==> config.mk <==
export PLATFORM = sky130hd
export DESIGN_NAME = speed_pid_feedforward_torque
export DESIGN_NICKNAME = d
export VERILOG_FILES = /design/src/rtl/spdpid_pkg.sv /design/src/rtl/spdpid_ff.sv /design/src/rtl/speed_pid_feedforward_torque.sv
export SDC_FILE = /design/constraint.sdc
export NUM_CORES = 2
export LEC_CHECK = 0
export BUFFER_PORTS_ARGS = -buffer_cell sky130_fd_sc_hd__buf_4
export CORE_AREA = 2 2 333 335
export DETAILED_ROUTE_END_ITERATION = 8
export DIE_AREA = 0 0 335 337
export GPL_TIMING_DRIVEN = 0
export PLACE_DENSITY = 0.84
export SETUP_SLACK_MARGIN = 0.5
export SLEW_MARGIN = 30
export SYNTH_ARGS = -nofsm -noshare
export SYNTH_HDL_FRONTEND = slang
export SYNTH_SLANG_ARGS = --single-unit
==> constraint.sdc <==
create_clock -name i_clk -period 24.9 [get_ports i_clk]
set_clock_uncertainty 0.1 [all_clocks]
set_input_delay 4.98 -clock i_clk [delete_from_list [all_inputs] [get_ports i_clk]]
set_output_delay 4.98 -clock i_clk [all_outputs]
set_load 0.005 [all_outputs]
==> src/rtl/spdpid_pkg.sv <==
`default_nettype none

package spdpid_pkg;

    localparam int TABLE_POINTS = 10;
    localparam int TBL_IW       = $clog2(TABLE_POINTS);

    // Q8.8 x Q8.8 product back to whole percent, and the Q0.8 / fraction scale
    localparam int QDIV     = 65536;
    localparam int FRAC_DIV = 256;

    localparam logic signed [7:0] FF_TABLE [32] = '{
        8'sd33, 8'sd33, 8'sd33, 8'sd34, 8'sd35, 8'sd38, 8'sd39, 8'sd40,
        8'sd41, 8'sd42, 8'sd42, 8'sd42, 8'sd42, 8'sd42, 8'sd42, 8'sd42,
        8'sd42, 8'sd42, 8'sd42, 8'sd42, 8'sd42, 8'sd42, 8'sd42, 8'sd42,
        8'sd42, 8'sd42, 8'sd42, 8'sd42, 8'sd42, 8'sd42, 8'sd42, 8'sd42
    };

    typedef enum logic [2:0] {
        CFG_GAINS_NORMAL    = 3'd0,
        CFG_GAINS_OVERSPEED = 3'd1,
        CFG_GAINS_FULL_STOP = 3'd2,
        CFG_DEAD_BAND       = 3'd3,
        CFG_INTEGRAL_BAND   = 3'd4,
        CFG_INTEGRAL_LIMIT  = 3'd5,
        CFG_TORQUE_BOUNDS   = 3'd6,
        CFG_INTEGRAL_DECAY  = 3'd7
    } t_cfg_idx;

    typedef struct packed {
        logic signed [15:0] kp;
        logic signed [15:0] ki;
        logic signed [15:0] kd;
    } t_gains;

    typedef struct packed {
        logic signed [15:0] target_speed;
        logic signed [15:0] measured_speed;
    } t_in;

    typedef struct packed {
        logic signed [7:0]  torque_request;
        logic signed [15:0] p_part;
        logic signed [7:0]  i_part;
        logic signed [15:0] d_part;
        logic signed [7:0]  ff_part;
    } t_out;

    function automatic logic signed [7:0] ff_entry(input logic [4:0] idx);
        return FF_TABLE[idx];
    endfunction

endpackage

`default_nettype wire

==> src/rtl/spdpid_ff.sv <==
`default_nettype none

module spdpid_ff (
    input  wire logic signed [15:0] i_target_speed,
    output logic signed [7:0]       o_ff_part
);

    logic                           w_pos;
    logic [7:0]                     w_k_raw;
    logic [spdpid_pkg::TBL_IW-1:0]  w_k;
    logic [spdpid_pkg::TBL_IW-1:0]  w_k1;
    logic [7:0]                     w_f;
    logic [8:0]                     w_wl;
    logic signed [7:0]              w_t0;
    logic signed [7:0]              w_t1;
    logic signed [17:0]             w_lo;
    logic signed [17:0]             w_hi;
    logic signed [18:0]             w_sum;

    always_comb begin
        w_pos   = !i_target_speed[15] && (i_target_speed != 16'sd0);
        w_k_raw = i_target_speed[15:8];
        // past the end of the table: keep interpolating between the last two points
        if (w_k_raw > 8'(spdpid_pkg::TABLE_POINTS - 2)) begin
            w_k = spdpid_pkg::TBL_IW'(spdpid_pkg::TABLE_POINTS - 2);
        end else begin
            w_k = spdpid_pkg::TBL_IW'(w_k_raw);
        end
        w_k1  = w_k + 1'b1;
        w_f   = i_target_speed[7:0];
        w_wl  = 9'd256 - {1'b0, w_f};
        w_t0  = spdpid_pkg::ff_entry(5'(w_k));
        w_t1  = spdpid_pkg::ff_entry(5'(w_k1));
        w_lo  = $signed({1'b0, w_wl}) * w_t0;
        w_hi  = $signed({2'b00, w_f}) * w_t1;
        w_sum = 19'(w_lo) + 19'(w_hi);
        if (w_pos) begin
            o_ff_part = 8'(w_sum / spdpid_pkg::FRAC_DIV);
        end else begin
            o_ff_part = 8'sd0;
        end
    end

endmodule

`default_nettype wire

==> src/rtl/speed_pid_feedforward_torque.sv <==
// Stages: an accepted request waits in the input register; its result is computed
// combinationally and registered into the output register when that stage advances.
// Throughput: one request per cycle while the output is not stalled; all loop state
// (previous error, integral, held parts) is updated in the single pass from the input
// register to the result register. Reset (synchronous, active low): loop state cleared
// to zero, both stages emptied, configuration registers back to their defaults.
`default_nettype none

module speed_pid_feedforward_torque (
    input  wire logic             i_clk,
    input  wire logic             i_rst_n,
    input  wire logic             i_in_valid,
    output logic                  o_in_ready,
    input  wire spdpid_pkg::t_in  i_in_data,
    output logic                  o_out_valid,
    input  wire logic             i_out_ready,
    output spdpid_pkg::t_out      o_out_data,
    input  wire logic             i_cfg_valid,
    output logic                  o_cfg_ready,
    input  wire logic [2:0]       i_cfg_index,
    input  wire logic [47:0]      i_cfg_data
);

    // configuration
    spdpid_pkg::t_gains r_g_normal;
    spdpid_pkg::t_gains r_g_over;
    spdpid_pkg::t_gains r_g_stop;
    logic [15:0]        r_dead_band;
    logic [15:0]        r_int_band;
    logic [6:0]         r_int_lim;
    logic [23:0]        r_bounds;
    logic [7:0]         r_decay;

    // loop state
    logic signed [17:0] r_prev_err;
    logic signed [23:0] r_integ;
    logic signed [15:0] r_held_p;
    logic signed [7:0]  r_held_i;
    logic signed [15:0] r_held_d;

    // stages
    logic               r_s1_valid;
    spdpid_pkg::t_in    r_s1;
    logic               r_out_valid;
    spdpid_pkg::t_out   r_out;

    logic               w_s1_go;

    logic signed [15:0] w_tgt;
    logic signed [15:0] w_meas;
    logic signed [17:0] w_err;
    logic signed [17:0] w_derr;
    logic [17:0]        w_abs_err;
    logic signed [18:0] w_err_p_db;
    logic signed [24:0] w_integ_sum;
    logic signed [23:0] w_integ_sat;
    logic               w_standstill;
    logic               w_in_db;
    logic               w_stopping;
    logic               w_overspeed;
    logic               w_low_speed;
    logic               w_out_band;
    spdpid_pkg::t_gains w_g;
    logic signed [33:0] w_p_prod;
    logic signed [33:0] w_p_q;
    logic signed [39:0] w_i_prod;
    logic signed [39:0] w_i_q;
    logic signed [33:0] w_d_prod;
    logic signed [33:0] w_d_q;
    logic signed [32:0] w_integ_dec;
    logic signed [16:0] w_hi_dec;
    logic signed [15:0] w_p;
    logic signed [15:0] w_d;
    logic signed [23:0] w_i_pre;
    logic signed [23:0] w_lim24;
    logic signed [7:0]  w_i;
    logic signed [23:0] w_integ_next;
    logic signed [7:0]  w_ff;
    logic signed [17:0] w_total;
    logic signed [7:0]  w_tmax;
    logic signed [7:0]  w_tmin;
    logic signed [7:0]  w_hold;
    logic signed [7:0]  w_torque;
    logic signed [7:0]  w_ff_sel;
    spdpid_pkg::t_out   w_res;

    function automatic logic signed [15:0] sat16(input logic signed [17:0] v);
        if (v > 18'sd32767) begin
            return 16'sh7FFF;
        end else if (v < -18'sd32768) begin
            return 16'sh8000;
        end
        return 16'(v);
    endfunction

    assign w_s1_go     = r_s1_valid && (!r_out_valid || i_out_ready);
    assign o_in_ready  = !r_s1_valid || w_s1_go;
    assign o_cfg_ready = 1'b1;
    assign o_out_valid = r_out_valid;
    assign o_out_data  = r_out;

    spdpid_ff u_ff (
        .i_target_speed (r_s1.target_speed),
        .o_ff_part      (w_ff)
    );

    always_comb begin
        w_meas = r_s1.measured_speed;
        w_tgt  = (r_s1.target_speed[15] || (r_s1.target_speed == 16'sd0)) ?
                 16'sd0 : r_s1.target_speed;
        w_err  = 18'(w_tgt) - 18'(w_meas);
        w_derr = w_err - r_prev_err;
        w_abs_err  = w_err[17] ? 18'(-w_err) : 18'(w_err);
        w_err_p_db = 19'(w_err) + $signed({3'b000, r_dead_band});

        w_integ_sum = 25'(r_integ) + 25'(w_err);
        if (w_integ_sum > 25'sd8388607) begin
            w_integ_sat = 24'sh7FFFFF;
        end else if (w_integ_sum < -25'sd8388608) begin
            w_integ_sat = 24'sh800000;
        end else begin
            w_integ_sat = 24'(w_integ_sum);
        end

        w_standstill = (w_tgt == 16'sd0) && (w_meas == 16'sd0);
        w_in_db      = w_abs_err < {2'b00, r_dead_band};
        w_stopping   = (w_tgt == 16'sd0) && !w_meas[15] && (w_meas != 16'sd0);
        w_overspeed  = w_err_p_db[18];
        w_low_speed  = 17'(w_meas) < $signed({1'b0, r_dead_band});
        w_out_band   = w_abs_err > {2'b00, r_int_band};

        if (w_stopping) begin
            w_g = r_g_stop;
        end else if (w_overspeed) begin
            w_g = r_g_over;
        end else begin
            w_g = r_g_normal;
        end

        w_p_prod = w_err * $signed(w_g.kp);
        w_p_q    = w_p_prod / spdpid_pkg::QDIV;
        w_i_prod = w_integ_sat * $signed(w_g.ki);
        w_i_q    = w_i_prod / spdpid_pkg::QDIV;
        w_d_prod = w_derr * $signed(w_g.kd);
        w_d_q    = w_d_prod / spdpid_pkg::QDIV;

        w_integ_dec = w_integ_sat * $signed({1'b0, r_decay});
        w_hi_dec    = r_held_i * $signed({1'b0, r_decay});

        w_integ_next = w_integ_sat;
        if (w_standstill) begin
            w_p     = 16'sd0;
            w_d     = 16'sd0;
            w_i_pre = 24'sd0;
        end else if (w_in_db) begin
            // hold P and D, let the integral bleed off
            w_p          = r_held_p;
            w_d          = r_held_d;
            w_i_pre      = 24'(8'(w_hi_dec / spdpid_pkg::FRAC_DIV));
            w_integ_next = 24'(w_integ_dec / spdpid_pkg::FRAC_DIV);
        end else begin
            w_p     = sat16(18'(w_p_q));
            w_d     = sat16(18'(w_d_q));
            w_i_pre = 24'(w_i_q);
        end

        w_lim24 = $signed({17'd0, r_int_lim});
        if (w_i_pre > w_lim24) begin
            w_i = $signed({1'b0, r_int_lim});
        end else if (w_i_pre < -w_lim24) begin
            w_i = -$signed({1'b0, r_int_lim});
        end else begin
            w_i = 8'(w_i_pre);
        end
        if (w_low_speed) begin
            w_i = 8'sd0;
        end
        if (w_out_band) begin
            w_i          = 8'sd0;
            w_integ_next = 24'sd0;
        end

        w_tmax   = $signed(r_bounds[23:16]);
        w_tmin   = $signed(r_bounds[15:8]);
        w_hold   = $signed(r_bounds[7:0]);
        w_ff_sel = w_standstill ? w_hold : w_ff;
        w_total  = 18'(w_p) + 18'(w_i) + 18'(w_d) + 18'(w_ff_sel);
        if (w_total > 18'(w_tmax)) begin
            w_torque = w_tmax;
        end else if (w_total < 18'(w_tmin)) begin
            w_torque = w_tmin;
        end else begin
            w_torque = 8'(w_total);
        end

        w_res.torque_request = w_torque;
        w_res.p_part         = w_p;
        w_res.i_part         = w_i;
        w_res.d_part         = w_d;
        w_res.ff_part        = w_ff_sel;
    end

    always_ff @(posedge i_clk) begin
        if (!i_rst_n) begin
            r_g_normal  <= '0;
            r_g_over    <= '0;
            r_g_stop    <= '0;
            r_dead_band <= 16'd26;
            r_int_band  <= 16'd256;
            r_int_lim   <= 7'd20;
            r_bounds    <= 24'h649C00;
            r_decay     <= 8'd250;
        end else if (i_cfg_valid) begin
            case (i_cfg_index)
                spdpid_pkg::CFG_GAINS_NORMAL:    r_g_normal  <= i_cfg_data;
                spdpid_pkg::CFG_GAINS_OVERSPEED: r_g_over    <= i_cfg_data;
                spdpid_pkg::CFG_GAINS_FULL_STOP: r_g_stop    <= i_cfg_data;
                spdpid_pkg::CFG_DEAD_BAND:       r_dead_band <= i_cfg_data[15:0];
                spdpid_pkg::CFG_INTEGRAL_BAND:   r_int_band  <= i_cfg_data[15:0];
                spdpid_pkg::CFG_INTEGRAL_LIMIT:  r_int_lim   <= i_cfg_data[6:0];
                spdpid_pkg::CFG_TORQUE_BOUNDS:   r_bounds    <= i_cfg_data[23:0];
                spdpid_pkg::CFG_INTEGRAL_DECAY:  r_decay     <= i_cfg_data[7:0];
                default: ;
            endcase
        end
    end

    always_ff @(posedge i_clk) begin
        if (!i_rst_n) begin
            r_s1_valid  <= 1'b0;
            r_out_valid <= 1'b0;
            r_prev_err  <= '0;
            r_integ     <= '0;
            r_held_p    <= '0;
            r_held_i    <= '0;
            r_held_d    <= '0;
        end else begin
            if (o_in_ready) begin
                r_s1_valid <= i_in_valid;
            end
            if (w_s1_go) begin
                r_out_valid <= 1'b1;
                r_prev_err  <= w_err;
                r_integ     <= w_integ_next;
                r_held_p    <= w_p;
                r_held_i    <= w_i;
                r_held_d    <= w_d;
            end else if (i_out_ready) begin
                r_out_valid <= 1'b0;
            end
        end
    end

    always_ff @(posedge i_clk) begin
        if (o_in_ready && i_in_valid) begin
            r_s1 <= i_in_data;
        end
        if (w_s1_go) begin
            r_out <= w_res;
        end
    end

`ifndef NO_ASSERTIONS
    a_state_holds: assert property (@(posedge i_clk) disable iff (!i_rst_n)
        !w_s1_go |=> ($stable(r_integ) && $stable(r_prev_err) && $stable(r_held_i)))
        else $error("loop state changed without a request advancing");

    a_stage_kept: assert property (@(posedge i_clk) disable iff (!i_rst_n)
        (r_s1_valid && !w_s1_go) |=> r_s1_valid)
        else $error("pending request dropped from input stage");

    a_i_limit: assert property (@(posedge i_clk) disable iff (!i_rst_n)
        o_out_valid |-> ((o_out_data.i_part <= $signed({1'b0, r_int_lim})) &&
                         (o_out_data.i_part >= -$signed({1'b0, r_int_lim}))))
        else $error("integral part outside its limit");

    a_torque_clamp: assert property (@(posedge i_clk) disable iff (!i_rst_n)
        (o_out_valid && (w_tmax >= w_tmin)) |->
            ((o_out_data.torque_request <= w_tmax) &&
             (o_out_data.torque_request >= w_tmin)))
        else $error("torque request outside its bounds");
`endif

endmodule

`default_nettype wire
==> results_dict.tcl <==
set metrics [dict create \
    grt_pass1_vias 64580 \
    synthArstFlopShare 0 \
    synth_top_area_frac 0.3362 \
    path_clk_slew_ps 60 \
    drcViolationCount 0 \
    start_util 0.6638 \
    crit_arrival_ps 23630 \
    avgSynthCellArea_um2 8.516 \
    gp_congestion 1.052 \
    final_area_mm2 0.07818 \
    first_iter_violations 5944 \
    wl_um 229300 \
    cts_max_path_buffers 3 \
    track_usage 0.4135 \
    wl_per_cell_um 22.42 \
    path_common_cell "a21oi_1" \
    post-route-period-util 0.9387 \
    maxCapViolations 0 \
    tightestPinTransition_ps 1090 \
    synth_ff_type "dfxtp_1" \
    cts-root-buf "clkbuf_16" \
    required_ps 25160 \
    relSlewSlack 0.2731 \
    place_area_mm2 0.07591 \
    fin_crit_ps 23370 \
    synth_cell_types 120 \
    cts_sinks 386 \
    hold_viol 0 \
    finalSetupTns_ps 0 \
    synth_area_mm2 0.07276 \
    fin_nets 10730 \
    cts_made_buffers 41 \
    synth_top_area_cell "fa_1" \
    synth-seq-area-share 0.1183 \
    area_delta_synth_final_pct 7.458 \
    ys_top_cells_by_count "inv_1 (1576), nand2_1 (1359), fa_1 (1222)" \
    cts_tree "yes" \
    post-synth-top-count-cell "inv_1" \
    crit_slowest_cell "fa_1" \
    slowest_delay_ps 580 \
    route.vias.total 62150 \
    rsz0062_at_grt "no" \
    io_pins 147 \
    cp-start-kind "flop" \
    synthCells 8544 \
    yosys_warnings 0 \
    core_area_mm2 0.1096 \
    synth-edff-count 88 \
    clkLatencyLatePin_ps 630 \
    critPathMaxFanout 12 \
    grt_first_pass_wirelength_um 357900 \
    design.die.area_mm2 0.1129 \
    setup_viol 0 \
    max_freq_mhz 42.78 \
    die_h_um 337 \
    grt_max_degree 43 \
    portBuffers 136 \
    route.antenna.remaining_nets 0 \
    fill_cells 8459 \
    drt-vias-per-instance 6.076 \
    h-tree-depth 2 \
    synth_area_leaders "fa_1 (34%), ha_1 (11%), dfxtp_1 (8.2%)" \
    end_kind "flop" \
    holdCritPathClass "reg -> reg" \
    overflow 0 \
    dr.pass1.iters 9 \
    die_w_um 335 \
    antenna_found_initial 19 \
    cts_hold_buffers 0 \
    drv_slew 0 \
    yosys_register_bits 386 \
    hpwl_um 189900 \
    outcome "complete, no violations" \
    path_class "reg -> reg" \
    layout-drive-gt1-share 0.06497 \
    synth_nets 10510 \
    row_count 122 \
]
[final timing paths]
| kind | startpoint | to | slack (ps) | cells after the start |
|---|---|---|---|---|
| setup / recovery | r_s1[18] | o_out_data[48] | 1530 | 97 |
| hold / removal | r_bounds[20] | r_bounds[20] | 360 | 2 |
| setup reg to reg | r_s1[18] | o_out_data[48] | 1530 | 97 |
| hold reg to reg | r_bounds[20] | r_bounds[20] | 360 | 2 |
[registers in the layout, indices dropped and copies added (netlist names), 16 cells and up]
register and flops:
o_out_data 56, r_bounds 24, r_dead_band 16, r_g_normal 48, r_g_over 48, r_g_stop 48, r_held_d 16, r_held_p 16
r_int_band 16, r_integ 24, r_prev_err 17, r_s1 16, w_meas 16
[layout make-up]
cell class,count,area [um^2],share of cell area
Antenna cell,13,32.53,0.0004161
Buffer,332,1505,0.01925
Clock buffer,51,1115,0.01426
Clock inverter,22,290.3,0.003713
Inverter,1583,5946,0.07605
Multi-Input combinational cell,6243,57580,0.7365
Sequential cell,386,8608,0.1101
Tap cell,1426,1784,0.02282
Timing Repair Buffer,172,1320,0.01688
[layer usage]
metal,track usage,wire length [um],up-vias
met5,0,121,-
met4,0.2725,17990,18
met3,0.1015,26090,915
met2,0.6492,102100,3526
met1,0.5105,82940,30310
li1,-,-,27380
[cells by family after synthesis]
group                    after synthesis  share of synthesized area
AND/OR/NAND/NOR                     2707                     0.1697
buffers and inverters               1915                     0.1001
adder cells (fa/ha/maj)             1887                     0.4504
AO/OA/AOI/OAI                       1259                     0.1123
flip-flops                           386                     0.1183
XOR/XNOR                             299                    0.03661
multiplexers                          89                    0.01245
other                                  2                  0.0001032
[what timing repair did]
item | 4_1_cts | 5_1_grt
pin swaps | 2 | 12
setup buffers | 4 | 23
resized for setup | 76 | 156
cloned | 0 | 0
setup endpoints to repair | 8 | 8
[critical path: cells and delay by family, from the launching register on]
family / cells / cell delay (ps)
muxes: 1 / 330
and+or+nand+nor: 23 / 4320
adders and majority gates: 15 / 6030
buffers and inverters: 12 / 2680
xor gates and xnor gates: 4 / 810
AOI/OAI and AO/OA: 42 / 8380
DFF: 1 / 390
[through the flow]
| stage | std cells | setup slack [ps] | hold WS (ps) | util |
|---|---|---|---|---|
| 6_report | 10230 | 1526 | 356.1 | 0.7134 |
| 5_1_grt | 10220 | 420.3 | 370.9 | 0.7131 |
| 4_1_cts | 10190 | 512.4 | 355.4 | 0.7082 |
| 3_5_place_dp | 10120 | -1953 | 344.4 | 0.6926 |
| 3_3_place_gp | 10110 | -1740 | 334.5 | 0.6894 |
| 2_1_floorplan | 8544 | 4084 | 324.9 | - |
[cells in the final DEF, fill, tap and decap left out, drive strengths merged, types with 13 or more instances in the layout]
master      n
o21ai     184
xor2       98
o21a       74
dfxtp     298
mux2i      77
nor4       25
clkbuf    298
a21oi     495
nand2    1359
a211oi     41
xnor2     200
buf       257
o211ai     54
edfxtp     88
a221o      23
a22o       17
o31ai      17
a21boi     18
nand3      70
or2        31
inv      1588
nor2      524
and4       13
ha        659
nor3       89
fa       1222
nor2b      91
and3       34
nand2b     65
o21bai     36
a2111oi    15
diode      13
a31oi      33
nand4      48
a21o      113
or3        25
a22oi      19
and2      286
Power is not shown: default switching activity piles up to over one toggle a cycle in this logic, so the estimate is an artifact.
